`config.mk`:
```
export PLATFORM = sky130hd
export DESIGN_NAME = spi_master_pin_sequencer_core_flat
export DESIGN_NICKNAME = d
export VERILOG_FILES = /design/src/rtl/spimps_pkg.sv /design/src/rtl/spimps_if.sv /design/src/rtl/spimps_step.sv /design/src/rtl/spi_master_pin_sequencer_core.sv /design/src/flat_wrapper.sv
export SDC_FILE = /design/constraint.sdc
export NUM_CORES = 1
export LEC_CHECK = 0
export ABC_AREA = 0
export BUFFER_PORTS_ARGS = -buffer_cell sky130_fd_sc_hd__clkbuf_2
export CAP_MARGIN = 0
export CORE_MARGIN = 2
export CORE_UTILIZATION = 63
export DETAILED_ROUTE_END_ITERATION = 7
export HOLD_SLACK_MARGIN = 0.05
export PLACE_DENSITY = 0.85
export SKIP_LAST_GASP = 1
export SLEW_MARGIN = 30
export SYNTH_ARGS = -nofsm -noshare
export SYNTH_HDL_FRONTEND = slang
export SYNTH_SLANG_ARGS = --single-unit
```
`constraint.sdc`:
```
create_clock -name clk -period 8.4 [get_ports clk]
set_input_delay 1.68 -clock clk [delete_from_list [all_inputs] [get_ports clk]]
set_output_delay 1.68 -clock clk [all_outputs]
set_load 0.02 [all_outputs]
```
`src/rtl/spimps_pkg.sv`:
```
`timescale 1ns / 1ps
// ----------------------------------------------------------------------------
// SPI master pin sequencer package
// Types, command codes and shared helpers of the SPI mode-0 pin sequencer.
// ----------------------------------------------------------------------------
package spimps_pkg;

    localparam int unsigned SCK_DELAY_W = 16;
    localparam int unsigned BYTE_W      = 8;
    localparam int unsigned BIT_IDX_W   = 3;
    localparam int unsigned CMD_W       = 2;

    localparam logic [SCK_DELAY_W-1:0] SCK_DELAY_RESET = '0;

    localparam logic [CMD_W-1:0] CMD_TICK  = 2'd0;
    localparam logic [CMD_W-1:0] CMD_WRITE = 2'd1;
    localparam logic [CMD_W-1:0] CMD_READ  = 2'd2;
    localparam logic [CMD_W-1:0] CMD_END   = 2'd3;

    typedef enum logic [1:0] {
        OP_IDLE  = 2'd0,
        OP_WRITE = 2'd1,
        OP_READ  = 2'd2,
        OP_END   = 2'd3
    } op_t;

    typedef struct packed {
        logic                   cs;
        logic                   sck;
        logic                   mosi;
        logic [BYTE_W-1:0]      shift;
        logic [BIT_IDX_W-1:0]   bit_index;
        logic [SCK_DELAY_W-1:0] wait_count;
        op_t                    op_mode;
        logic                   phase_high;
    } seq_state_t;

    localparam seq_state_t SEQ_STATE_RESET = '{
        cs:         1'b1,
        sck:        1'b0,
        mosi:       1'b0,
        shift:      '0,
        bit_index:  3'd7,
        wait_count: '0,
        op_mode:    OP_IDLE,
        phase_high: 1'b0
    };

    typedef struct packed {
        logic              sck_level;
        logic              mosi_level;
        logic              cs_n_level;
        logic              ready_res;
        logic [BYTE_W-1:0] read_byte;
        logic              read_done;
        logic              rejected;
    } seq_result_t;

    function automatic logic in_last_phase(op_t op, logic ph, logic [BIT_IDX_W-1:0] bi);
        logic r;
        begin
            case (op)
                OP_END:            r = ph;
                OP_WRITE, OP_READ: r = ph && (bi == '0);
                default:           r = 1'b0;
            endcase
            return r;
        end
    endfunction

endpackage

```
`src/rtl/spimps_if.sv`:
```
`timescale 1ns / 1ps
// ----------------------------------------------------------------------------
// SPI master pin sequencer channels
// Valid/ready channels for the tick items and the pin result items.
// ----------------------------------------------------------------------------
interface spimps_in_if;
    logic                              valid;
    logic                              ready;
    logic [spimps_pkg::CMD_W-1:0]      cmd;
    logic [spimps_pkg::BYTE_W-1:0]     data_byte;
    logic                              miso_level;

    modport source (output valid, output cmd, output data_byte, output miso_level,
                    input ready);
    modport sink (input valid, input cmd, input data_byte, input miso_level,
                  output ready);
endinterface

interface spimps_out_if;
    logic                          valid;
    logic                          ready;
    logic                          sck_level;
    logic                          mosi_level;
    logic                          cs_n_level;
    logic                          ready_res;
    logic [spimps_pkg::BYTE_W-1:0] read_byte;
    logic                          read_done;
    logic                          rejected;

    modport source (output valid, output sck_level, output mosi_level, output cs_n_level,
                    output ready_res, output read_byte, output read_done,
                    output rejected, input ready);
    modport sink (input valid, input sck_level, input mosi_level, input cs_n_level,
                  input ready_res, input read_byte, input read_done, input rejected,
                  output ready);
endinterface

```
`src/rtl/spimps_step.sv`:
```
`timescale 1ns / 1ps
// ----------------------------------------------------------------------------
// SPI master pin sequencer step
// Next sequencer state and pin result for one tick item.
// ----------------------------------------------------------------------------
module spimps_step
(
    input  spimps_pkg::seq_state_t                    state,
    input  logic [spimps_pkg::CMD_W-1:0]              cmd,
    input  logic [spimps_pkg::BYTE_W-1:0]             data_byte,
    input  logic                                      miso_level,
    input  logic [spimps_pkg::SCK_DELAY_W-1:0]        sck_delay,
    output spimps_pkg::seq_state_t                    state_next,
    output spimps_pkg::seq_result_t                   result
);

    logic                                  done;
    logic                                  rej;
    logic [spimps_pkg::BYTE_W-1:0]         rbyte;
    logic [spimps_pkg::BIT_IDX_W-1:0]      bi_dec;
    logic [spimps_pkg::BYTE_W-1:0]         shift_in;

    assign bi_dec   = state.bit_index - 3'd1;
    assign shift_in = {state.shift[spimps_pkg::BYTE_W-2:0], miso_level};

    always_comb
    begin
        state_next = state;
        done       = 1'b0;
        rej        = 1'b0;
        rbyte      = '0;

        if ((state.op_mode != spimps_pkg::OP_IDLE) && (state.wait_count == '0) &&
            spimps_pkg::in_last_phase(state.op_mode, state.phase_high, state.bit_index))
        begin
            state_next.op_mode = spimps_pkg::OP_IDLE;
        end

        if (state_next.op_mode == spimps_pkg::OP_IDLE)
        begin
            case (cmd)
                spimps_pkg::CMD_WRITE:
                begin
                    state_next.op_mode    = spimps_pkg::OP_WRITE;
                    state_next.cs         = 1'b0;
                    state_next.shift      = data_byte;
                    state_next.bit_index  = 3'd7;
                    state_next.sck        = 1'b0;
                    state_next.mosi       = data_byte[spimps_pkg::BYTE_W-1];
                    state_next.phase_high = 1'b0;
                    state_next.wait_count = sck_delay;
                end
                spimps_pkg::CMD_READ:
                begin
                    state_next.op_mode    = spimps_pkg::OP_READ;
                    state_next.cs         = 1'b0;
                    state_next.shift      = '0;
                    state_next.bit_index  = 3'd7;
                    state_next.sck        = 1'b0;
                    state_next.phase_high = 1'b0;
                    state_next.wait_count = sck_delay;
                end
                spimps_pkg::CMD_END:
                begin
                    state_next.op_mode    = spimps_pkg::OP_END;
                    state_next.sck        = 1'b0;
                    state_next.phase_high = 1'b0;
                    state_next.wait_count = sck_delay;
                end
                default:
                begin
                end
            endcase
        end
        else
        begin
            rej = (cmd != spimps_pkg::CMD_TICK);
            if (state.wait_count != '0)
            begin
                state_next.wait_count = state.wait_count - 16'd1;
            end
            else
            begin
                case (state_next.op_mode)
                    spimps_pkg::OP_WRITE:
                    begin
                        if (!state.phase_high)
                        begin
                            state_next.sck        = 1'b1;
                            state_next.phase_high = 1'b1;
                        end
                        else
                        begin
                            state_next.bit_index  = bi_dec;
                            state_next.sck        = 1'b0;
                            state_next.mosi       = state.shift[bi_dec];
                            state_next.phase_high = 1'b0;
                        end
                        state_next.wait_count = sck_delay;
                    end
                    spimps_pkg::OP_READ:
                    begin
                        if (!state.phase_high)
                        begin
                            state_next.sck        = 1'b1;
                            state_next.shift      = shift_in;
                            if (state.bit_index == '0)
                            begin
                                done  = 1'b1;
                                rbyte = shift_in;
                            end
                            state_next.phase_high = 1'b1;
                        end
                        else
                        begin
                            state_next.bit_index  = bi_dec;
                            state_next.sck        = 1'b0;
                            if (bi_dec == '0)
                            begin
                                state_next.mosi = 1'b0;
                            end
                            state_next.phase_high = 1'b0;
                        end
                        state_next.wait_count = sck_delay;
                    end
                    default:
                    begin
                        state_next.cs         = 1'b1;
                        state_next.phase_high = 1'b1;
                        state_next.wait_count = sck_delay;
                    end
                endcase
            end
        end

        result.sck_level  = state_next.sck;
        result.mosi_level = state_next.mosi;
        result.cs_n_level = state_next.cs;
        result.ready_res  = (state_next.op_mode == spimps_pkg::OP_IDLE) ||
                            ((state_next.wait_count == '0) &&
                             spimps_pkg::in_last_phase(state_next.op_mode,
                                                       state_next.phase_high,
                                                       state_next.bit_index));
        result.read_byte  = rbyte;
        result.read_done  = done;
        result.rejected   = rej;
    end

endmodule

```
`src/rtl/spi_master_pin_sequencer_core.sv`:
```
`timescale 1ns / 1ps
// ----------------------------------------------------------------------------
// SPI master pin sequencer core
// SPI mode-0 master that turns one tick item into the CS#, SCK and MOSI levels.
// ----------------------------------------------------------------------------
// The result item of a tick is registered and appears in the cycle after the tick is accepted.
// Throughput: one item per cycle; the sequencer state and the result register
// both update in the accepting cycle, and a result held by the receiver stalls the input.
// Reset: CS# high, SCK and MOSI low, sequencer idle, SCK delay at its initial value.
module spi_master_pin_sequencer_core
#(
    parameter logic [spimps_pkg::SCK_DELAY_W-1:0] SCK_DELAY_INIT =
        spimps_pkg::SCK_DELAY_RESET
)
(
    input  logic                               clk,
    input  logic                               rst_n,
    input  logic                               cfg_wr_en,
    input  logic [spimps_pkg::SCK_DELAY_W-1:0] cfg_wr_data,
    spimps_in_if.sink                          in_ch,
    spimps_out_if.source                       out_ch
);

    logic [spimps_pkg::SCK_DELAY_W-1:0]   sck_delay_reg;
    spimps_pkg::seq_state_t               state_reg;
    spimps_pkg::seq_state_t               state_next;
    spimps_pkg::seq_result_t              result_next;
    spimps_pkg::seq_result_t              result_reg;
    logic                                 out_valid_reg;
    logic                                 in_fire;

    assign in_ch.ready = !out_valid_reg || out_ch.ready;
    assign in_fire     = in_ch.valid && in_ch.ready;

    spimps_step u_step
    (
        .state       (state_reg),
        .cmd         (in_ch.cmd),
        .data_byte   (in_ch.data_byte),
        .miso_level  (in_ch.miso_level),
        .sck_delay   (sck_delay_reg),
        .state_next  (state_next),
        .result      (result_next)
    );

    always_ff @(posedge clk or negedge rst_n)
    begin
        if (!rst_n)
        begin
            sck_delay_reg <= SCK_DELAY_INIT;
            state_reg     <= spimps_pkg::SEQ_STATE_RESET;
            out_valid_reg <= 1'b0;
        end
        else
        begin
            if (cfg_wr_en)
            begin
                sck_delay_reg <= cfg_wr_data;
            end
            if (in_fire)
            begin
                state_reg     <= state_next;
                out_valid_reg <= 1'b1;
            end
            else if (out_ch.ready)
            begin
                out_valid_reg <= 1'b0;
            end
        end
    end

    always_ff @(posedge clk)
    begin
        if (in_fire)
        begin
            result_reg <= result_next;
        end
    end

    assign out_ch.valid      = out_valid_reg;
    assign out_ch.sck_level  = result_reg.sck_level;
    assign out_ch.mosi_level = result_reg.mosi_level;
    assign out_ch.cs_n_level = result_reg.cs_n_level;
    assign out_ch.ready_res  = result_reg.ready_res;
    assign out_ch.read_byte  = result_reg.read_byte;
    assign out_ch.read_done  = result_reg.read_done;
    assign out_ch.rejected   = result_reg.rejected;

    // An idle sequencer never has a half phase delay outstanding.
    a_idle_no_wait: assert property (@(posedge clk) disable iff (!rst_n)
        (state_reg.op_mode == spimps_pkg::OP_IDLE) |-> (state_reg.wait_count == '0))
        else $error("idle sequencer holds a pending delay");

    // A busy tick with delay left counts the delay down by exactly one.
    a_wait_countdown: assert property (@(posedge clk) disable iff (!rst_n)
        (in_fire && (state_reg.op_mode != spimps_pkg::OP_IDLE) &&
         (state_reg.wait_count != '0))
        |=> (state_reg.wait_count == $past(state_reg.wait_count) - 16'd1))
        else $error("half phase delay did not count down");

    // A completed read byte is reported on the tick SCK rises.
    a_done_on_rise: assert property (@(posedge clk) disable iff (!rst_n)
        (out_valid_reg && result_reg.read_done) |-> (result_reg.sck_level &&
                                                     !result_reg.cs_n_level))
        else $error("read completion without SCK high and CS# low");

endmodule

```
`src/flat_wrapper.sv`:
```
// flat-port wrapper written by rule: the top's interface ports become plain ports
module spi_master_pin_sequencer_core_flat 
#(
    parameter logic [spimps_pkg::SCK_DELAY_W-1:0] SCK_DELAY_INIT =
        spimps_pkg::SCK_DELAY_RESET
)
  (clk, rst_n, cfg_wr_en, cfg_wr_data, in_ch_valid, in_ch_cmd, in_ch_data_byte, in_ch_miso_level, in_ch_ready, out_ch_valid, out_ch_sck_level, out_ch_mosi_level, out_ch_cs_n_level, out_ch_ready_res, out_ch_read_byte, out_ch_read_done, out_ch_rejected, out_ch_ready);
  spimps_in_if in_ch_i ();
  spimps_out_if out_ch_i ();
  input  logic clk;
  input  logic rst_n;
  input  logic cfg_wr_en;
  input  logic [spimps_pkg::SCK_DELAY_W-1:0] cfg_wr_data;
  input wire logic [$bits(in_ch_i.valid)-1:0] in_ch_valid;
  input wire logic [$bits(in_ch_i.cmd)-1:0] in_ch_cmd;
  input wire logic [$bits(in_ch_i.data_byte)-1:0] in_ch_data_byte;
  input wire logic [$bits(in_ch_i.miso_level)-1:0] in_ch_miso_level;
  output wire logic [$bits(in_ch_i.ready)-1:0] in_ch_ready;
  output wire logic [$bits(out_ch_i.valid)-1:0] out_ch_valid;
  output wire logic [$bits(out_ch_i.sck_level)-1:0] out_ch_sck_level;
  output wire logic [$bits(out_ch_i.mosi_level)-1:0] out_ch_mosi_level;
  output wire logic [$bits(out_ch_i.cs_n_level)-1:0] out_ch_cs_n_level;
  output wire logic [$bits(out_ch_i.ready_res)-1:0] out_ch_ready_res;
  output wire logic [$bits(out_ch_i.read_byte)-1:0] out_ch_read_byte;
  output wire logic [$bits(out_ch_i.read_done)-1:0] out_ch_read_done;
  output wire logic [$bits(out_ch_i.rejected)-1:0] out_ch_rejected;
  input wire logic [$bits(out_ch_i.ready)-1:0] out_ch_ready;
  assign in_ch_i.valid = in_ch_valid;
  assign in_ch_i.cmd = in_ch_cmd;
  assign in_ch_i.data_byte = in_ch_data_byte;
  assign in_ch_i.miso_level = in_ch_miso_level;
  assign in_ch_ready = in_ch_i.ready;
  assign out_ch_valid = out_ch_i.valid;
  assign out_ch_sck_level = out_ch_i.sck_level;
  assign out_ch_mosi_level = out_ch_i.mosi_level;
  assign out_ch_cs_n_level = out_ch_i.cs_n_level;
  assign out_ch_ready_res = out_ch_i.ready_res;
  assign out_ch_read_byte = out_ch_i.read_byte;
  assign out_ch_read_done = out_ch_i.read_done;
  assign out_ch_rejected = out_ch_i.rejected;
  assign out_ch_i.ready = out_ch_ready;
  spi_master_pin_sequencer_core #(.SCK_DELAY_INIT(SCK_DELAY_INIT)) u_core (.clk(clk), .rst_n(rst_n), .cfg_wr_en(cfg_wr_en), .cfg_wr_data(cfg_wr_data), .in_ch(in_ch_i), .out_ch(out_ch_i));
endmodule
```
==> impl_metrics.tcl <==
set metrics [dict create \
    antenna_left 0 \
    worst_slack_ps 3740 \
    die-area_um2 7070 \
    setup_tns_ps 0 \
    grt_max_degree 51 \
    reg2reg_depth 12 \
    setup_viol 0 \
    largest_reg_flops 33 \
    start_kind "register" \
    hold_buffers 0 \
    cts_max_path_buffers 2 \
    switching_share_pct 42.3 \
    routed_via_density 6.51 \
    clkLatencyLatePin_ps 360 \
    num_rows 29 \
    slowest_delay_ps 800 \
    path_class "reg -> reg" \
    whs_endpoint "u_core.state_reg[32]" \
    cts_resized 0 \
    utilization_pct 70.6 \
    regArea_um2 1680 \
    hp-start "u_core.state_reg[32]" \
    synth_cells 395 \
    ys_warn_count 0 \
    die_h_um 84.1 \
    async_flop_share_pct 78.1 \
    syn_nets 445 \
    core_um2 6280 \
    antenna_found_initial 0 \
    ys_ff_latch 64 \
    maxSlewHeadroom_pct 42.3 \
    end_kind "register" \
    drv_slew 0 \
    power.switching_w 0.000621 \
    r2r_setup_slack_ps 3740 \
    ir_worst_vdd_v 0.000228 \
    hold_path.class "reg -> reg" \
    required_ps 8630 \
    worst_pin_slew_ps 859 \
    wirelength_um 9920 \
    die-width_um 84.1 \
    final.fill_count 479 \
    cts_root_buf "clkbuf_8" \
    pwr-share-clk_pct 20.8 \
    path_max_fanout 47 \
    ys_seq_area_share_pct 41.5 \
    p_seq_share_pct 35.2 \
    cts_tree "built" \
    max_freq_mhz 215 \
    synth-edff-count 14 \
    dp_slack_ps 3810 \
    synth_top_area_share_pct 28.5 \
    hpwl_um 6820 \
    synth_most_common_cell "nand2_1" \
    ys_types 68 \
    period_needed_ps 4660 \
    p_per_area_nw_per_um2 331 \
    drt_iter0_drc 349 \
    power.share.combinational_pct 44.0 \
    grt_pass1_wl_um 16500 \
    cts_made_buffers 9 \
    port_buffers 47 \
    synth_largest_area_cell "dfrtp_1" \
    layout-drive-gt1-share_pct 26.9 \
    r2r_end "u_core.out_ch.ready_res" \
    syn_area_um2 4040 \
    synthFlopType "dfrtp_1" \
    reg2reg_from "u_core.state_reg[12]" \
    multi_input_area_um2 2120 \
    status "finished clean" \
    p_leak_nw 1.90 \
    io_pins 48 \
    path_clk_slew_ps 80 \
    syn_avg_cell_area_um2 10.2 \
    grt.total_usage_pct 30.0 \
    min_period_over_period_pct 55.5 \
    synth_area_leaders "dfrtp_1 (29%), edfxtp_1 (10%), mux2_2 (8.1%)" \
    post-cts-setup-buffers 0 \
    vias 3332 \
    drcViolationCount 0 \
    diodes 0 \
    place.gp.congestion 0.940 \
    h-tree-depth 3 \
    crit_slowest_cell "nor4_2" \
    syn2layout_area_growth_pct 9.82 \
    final-hold-violation-count 0 \
    synth_common_cells "nand2_1 (47), dfrtp_1 (46), o21ai_0 (32)" \
    dr.pass1.iters 7 \
    crit_chain "nor4_2, and4_2, nand2_1, nand2_1, ha_1, buf_4, nor4_1, and4_1, a2111oi_1, nand4_1, nor4_2, a41o_1" \
    intPower_w 0.000848 \
    rsz0062_at_grt "no" \
    overflow 0 \
    nets 480 \
    holdPathStages 2 \
    first_global_vias 3304 \
    wire_per_inst_um 19.4 \
    clock_sinks 64 \
    fin_skew_ps 6.68 \
    initial_core_util_pct 64.3 \
    cap_viol_max_count 0 \
    crit_arrival_ps 4890 \
]
[through the flow]
step	area, um2	hold WS (ps)	total power, W	instances
2_1_floorplan	4040	447	0.00102	395
6_report	4430	477	0.00147	512
4_1_cts	4430	477	0.00146	512
3_3_place_gp	4200	462	0.00112	496
5_1_grt	4430	492	0.00156	512
3_5_place_dp	4200	465	0.00115	496
[worst max-delay path by stage]
stage,from,endpoint,slack [ps],depth (start not counted)
6_report,u_core.state_reg[12],u_core.out_ch.ready_res,3740,12
5_1_grt,u_core.state_reg[12],u_core.out_ch.ready_res,3480,12
4_1_cts,u_core.state_reg[12],u_core.out_ch.ready_res,3860,12
3_5_place_dp,out_ch_ready,u_core.state_reg[25],3810,6
3_3_place_gp,u_core.state_reg[12],u_core.out_ch.ready_res,3990,12
2_1_floorplan,in_ch_cmd[1],u_core.out_ch.ready_res,4730,10
[cell usage in the layout, fill, tap and decap left out, types with 8 or more instances in the layout]
| cell | count |
|---|---|
| clkbuf_2 | 47 |
| nand2_1 | 46 |
| dfrtp_1 | 46 |
| o21ai_0 | 32 |
| mux2_2 | 29 |
| nor2_1 | 21 |
| ha_1 | 18 |
| a21oi_1 | 17 |
| inv_1 | 15 |
| edfxtp_1 | 14 |
| clkbuf_8 | 10 |
| and2_1 | 9 |
| a22o_1 | 8 |
[metal layers]
metal	vias up	track usage [%]	share of wire, %
li1	1521	-	-
met1	1637	40.7	42
met2	148	46.8	48
met3	26	5.34	6.5
met4	0	14.1	3.1
met5	-	0	0
[cells by family after synthesis]
group | share of synthesized area [%]
fa+ha+maj | 5.58
xor+xnor | 2.17
mux | 10.2
simple gates | 18.2
flops | 41.5
buf+inv | 6.01
compound gates | 16.3
[worst max-delay path: cells and delay by family, from the launching register on]
family          cells  cell delay, ps
buf+inv             1             420
flops               1             470
compound gates      2             770
fa+ha+maj           1             200
simple gates        8            2630
[layout make-up]
cell class | count | area share, %
Clock buffer | 10 | 3.10
Multi-Input combinational cell | 290 | 47.8
Timing Repair Buffer | 49 | 5.64
Sequential cell | 64 | 37.8
Inverter | 16 | 1.35
Tap cell | 77 | 2.17
Clock inverter | 6 | 2.09
[power groups by stage]
stage               registers (W)  logic [W]  clock network [W]
floorplan                0.000484   0.000533                  0
global placement         0.000512   0.000605                  0
detailed placement       0.000517   0.000630                  0
CTS                      0.000512   0.000636           0.000310
global route             0.000527   0.000709           0.000322
finish                   0.000517   0.000646           0.000306
No activity file was read; power rests on OpenSTA's default activity.
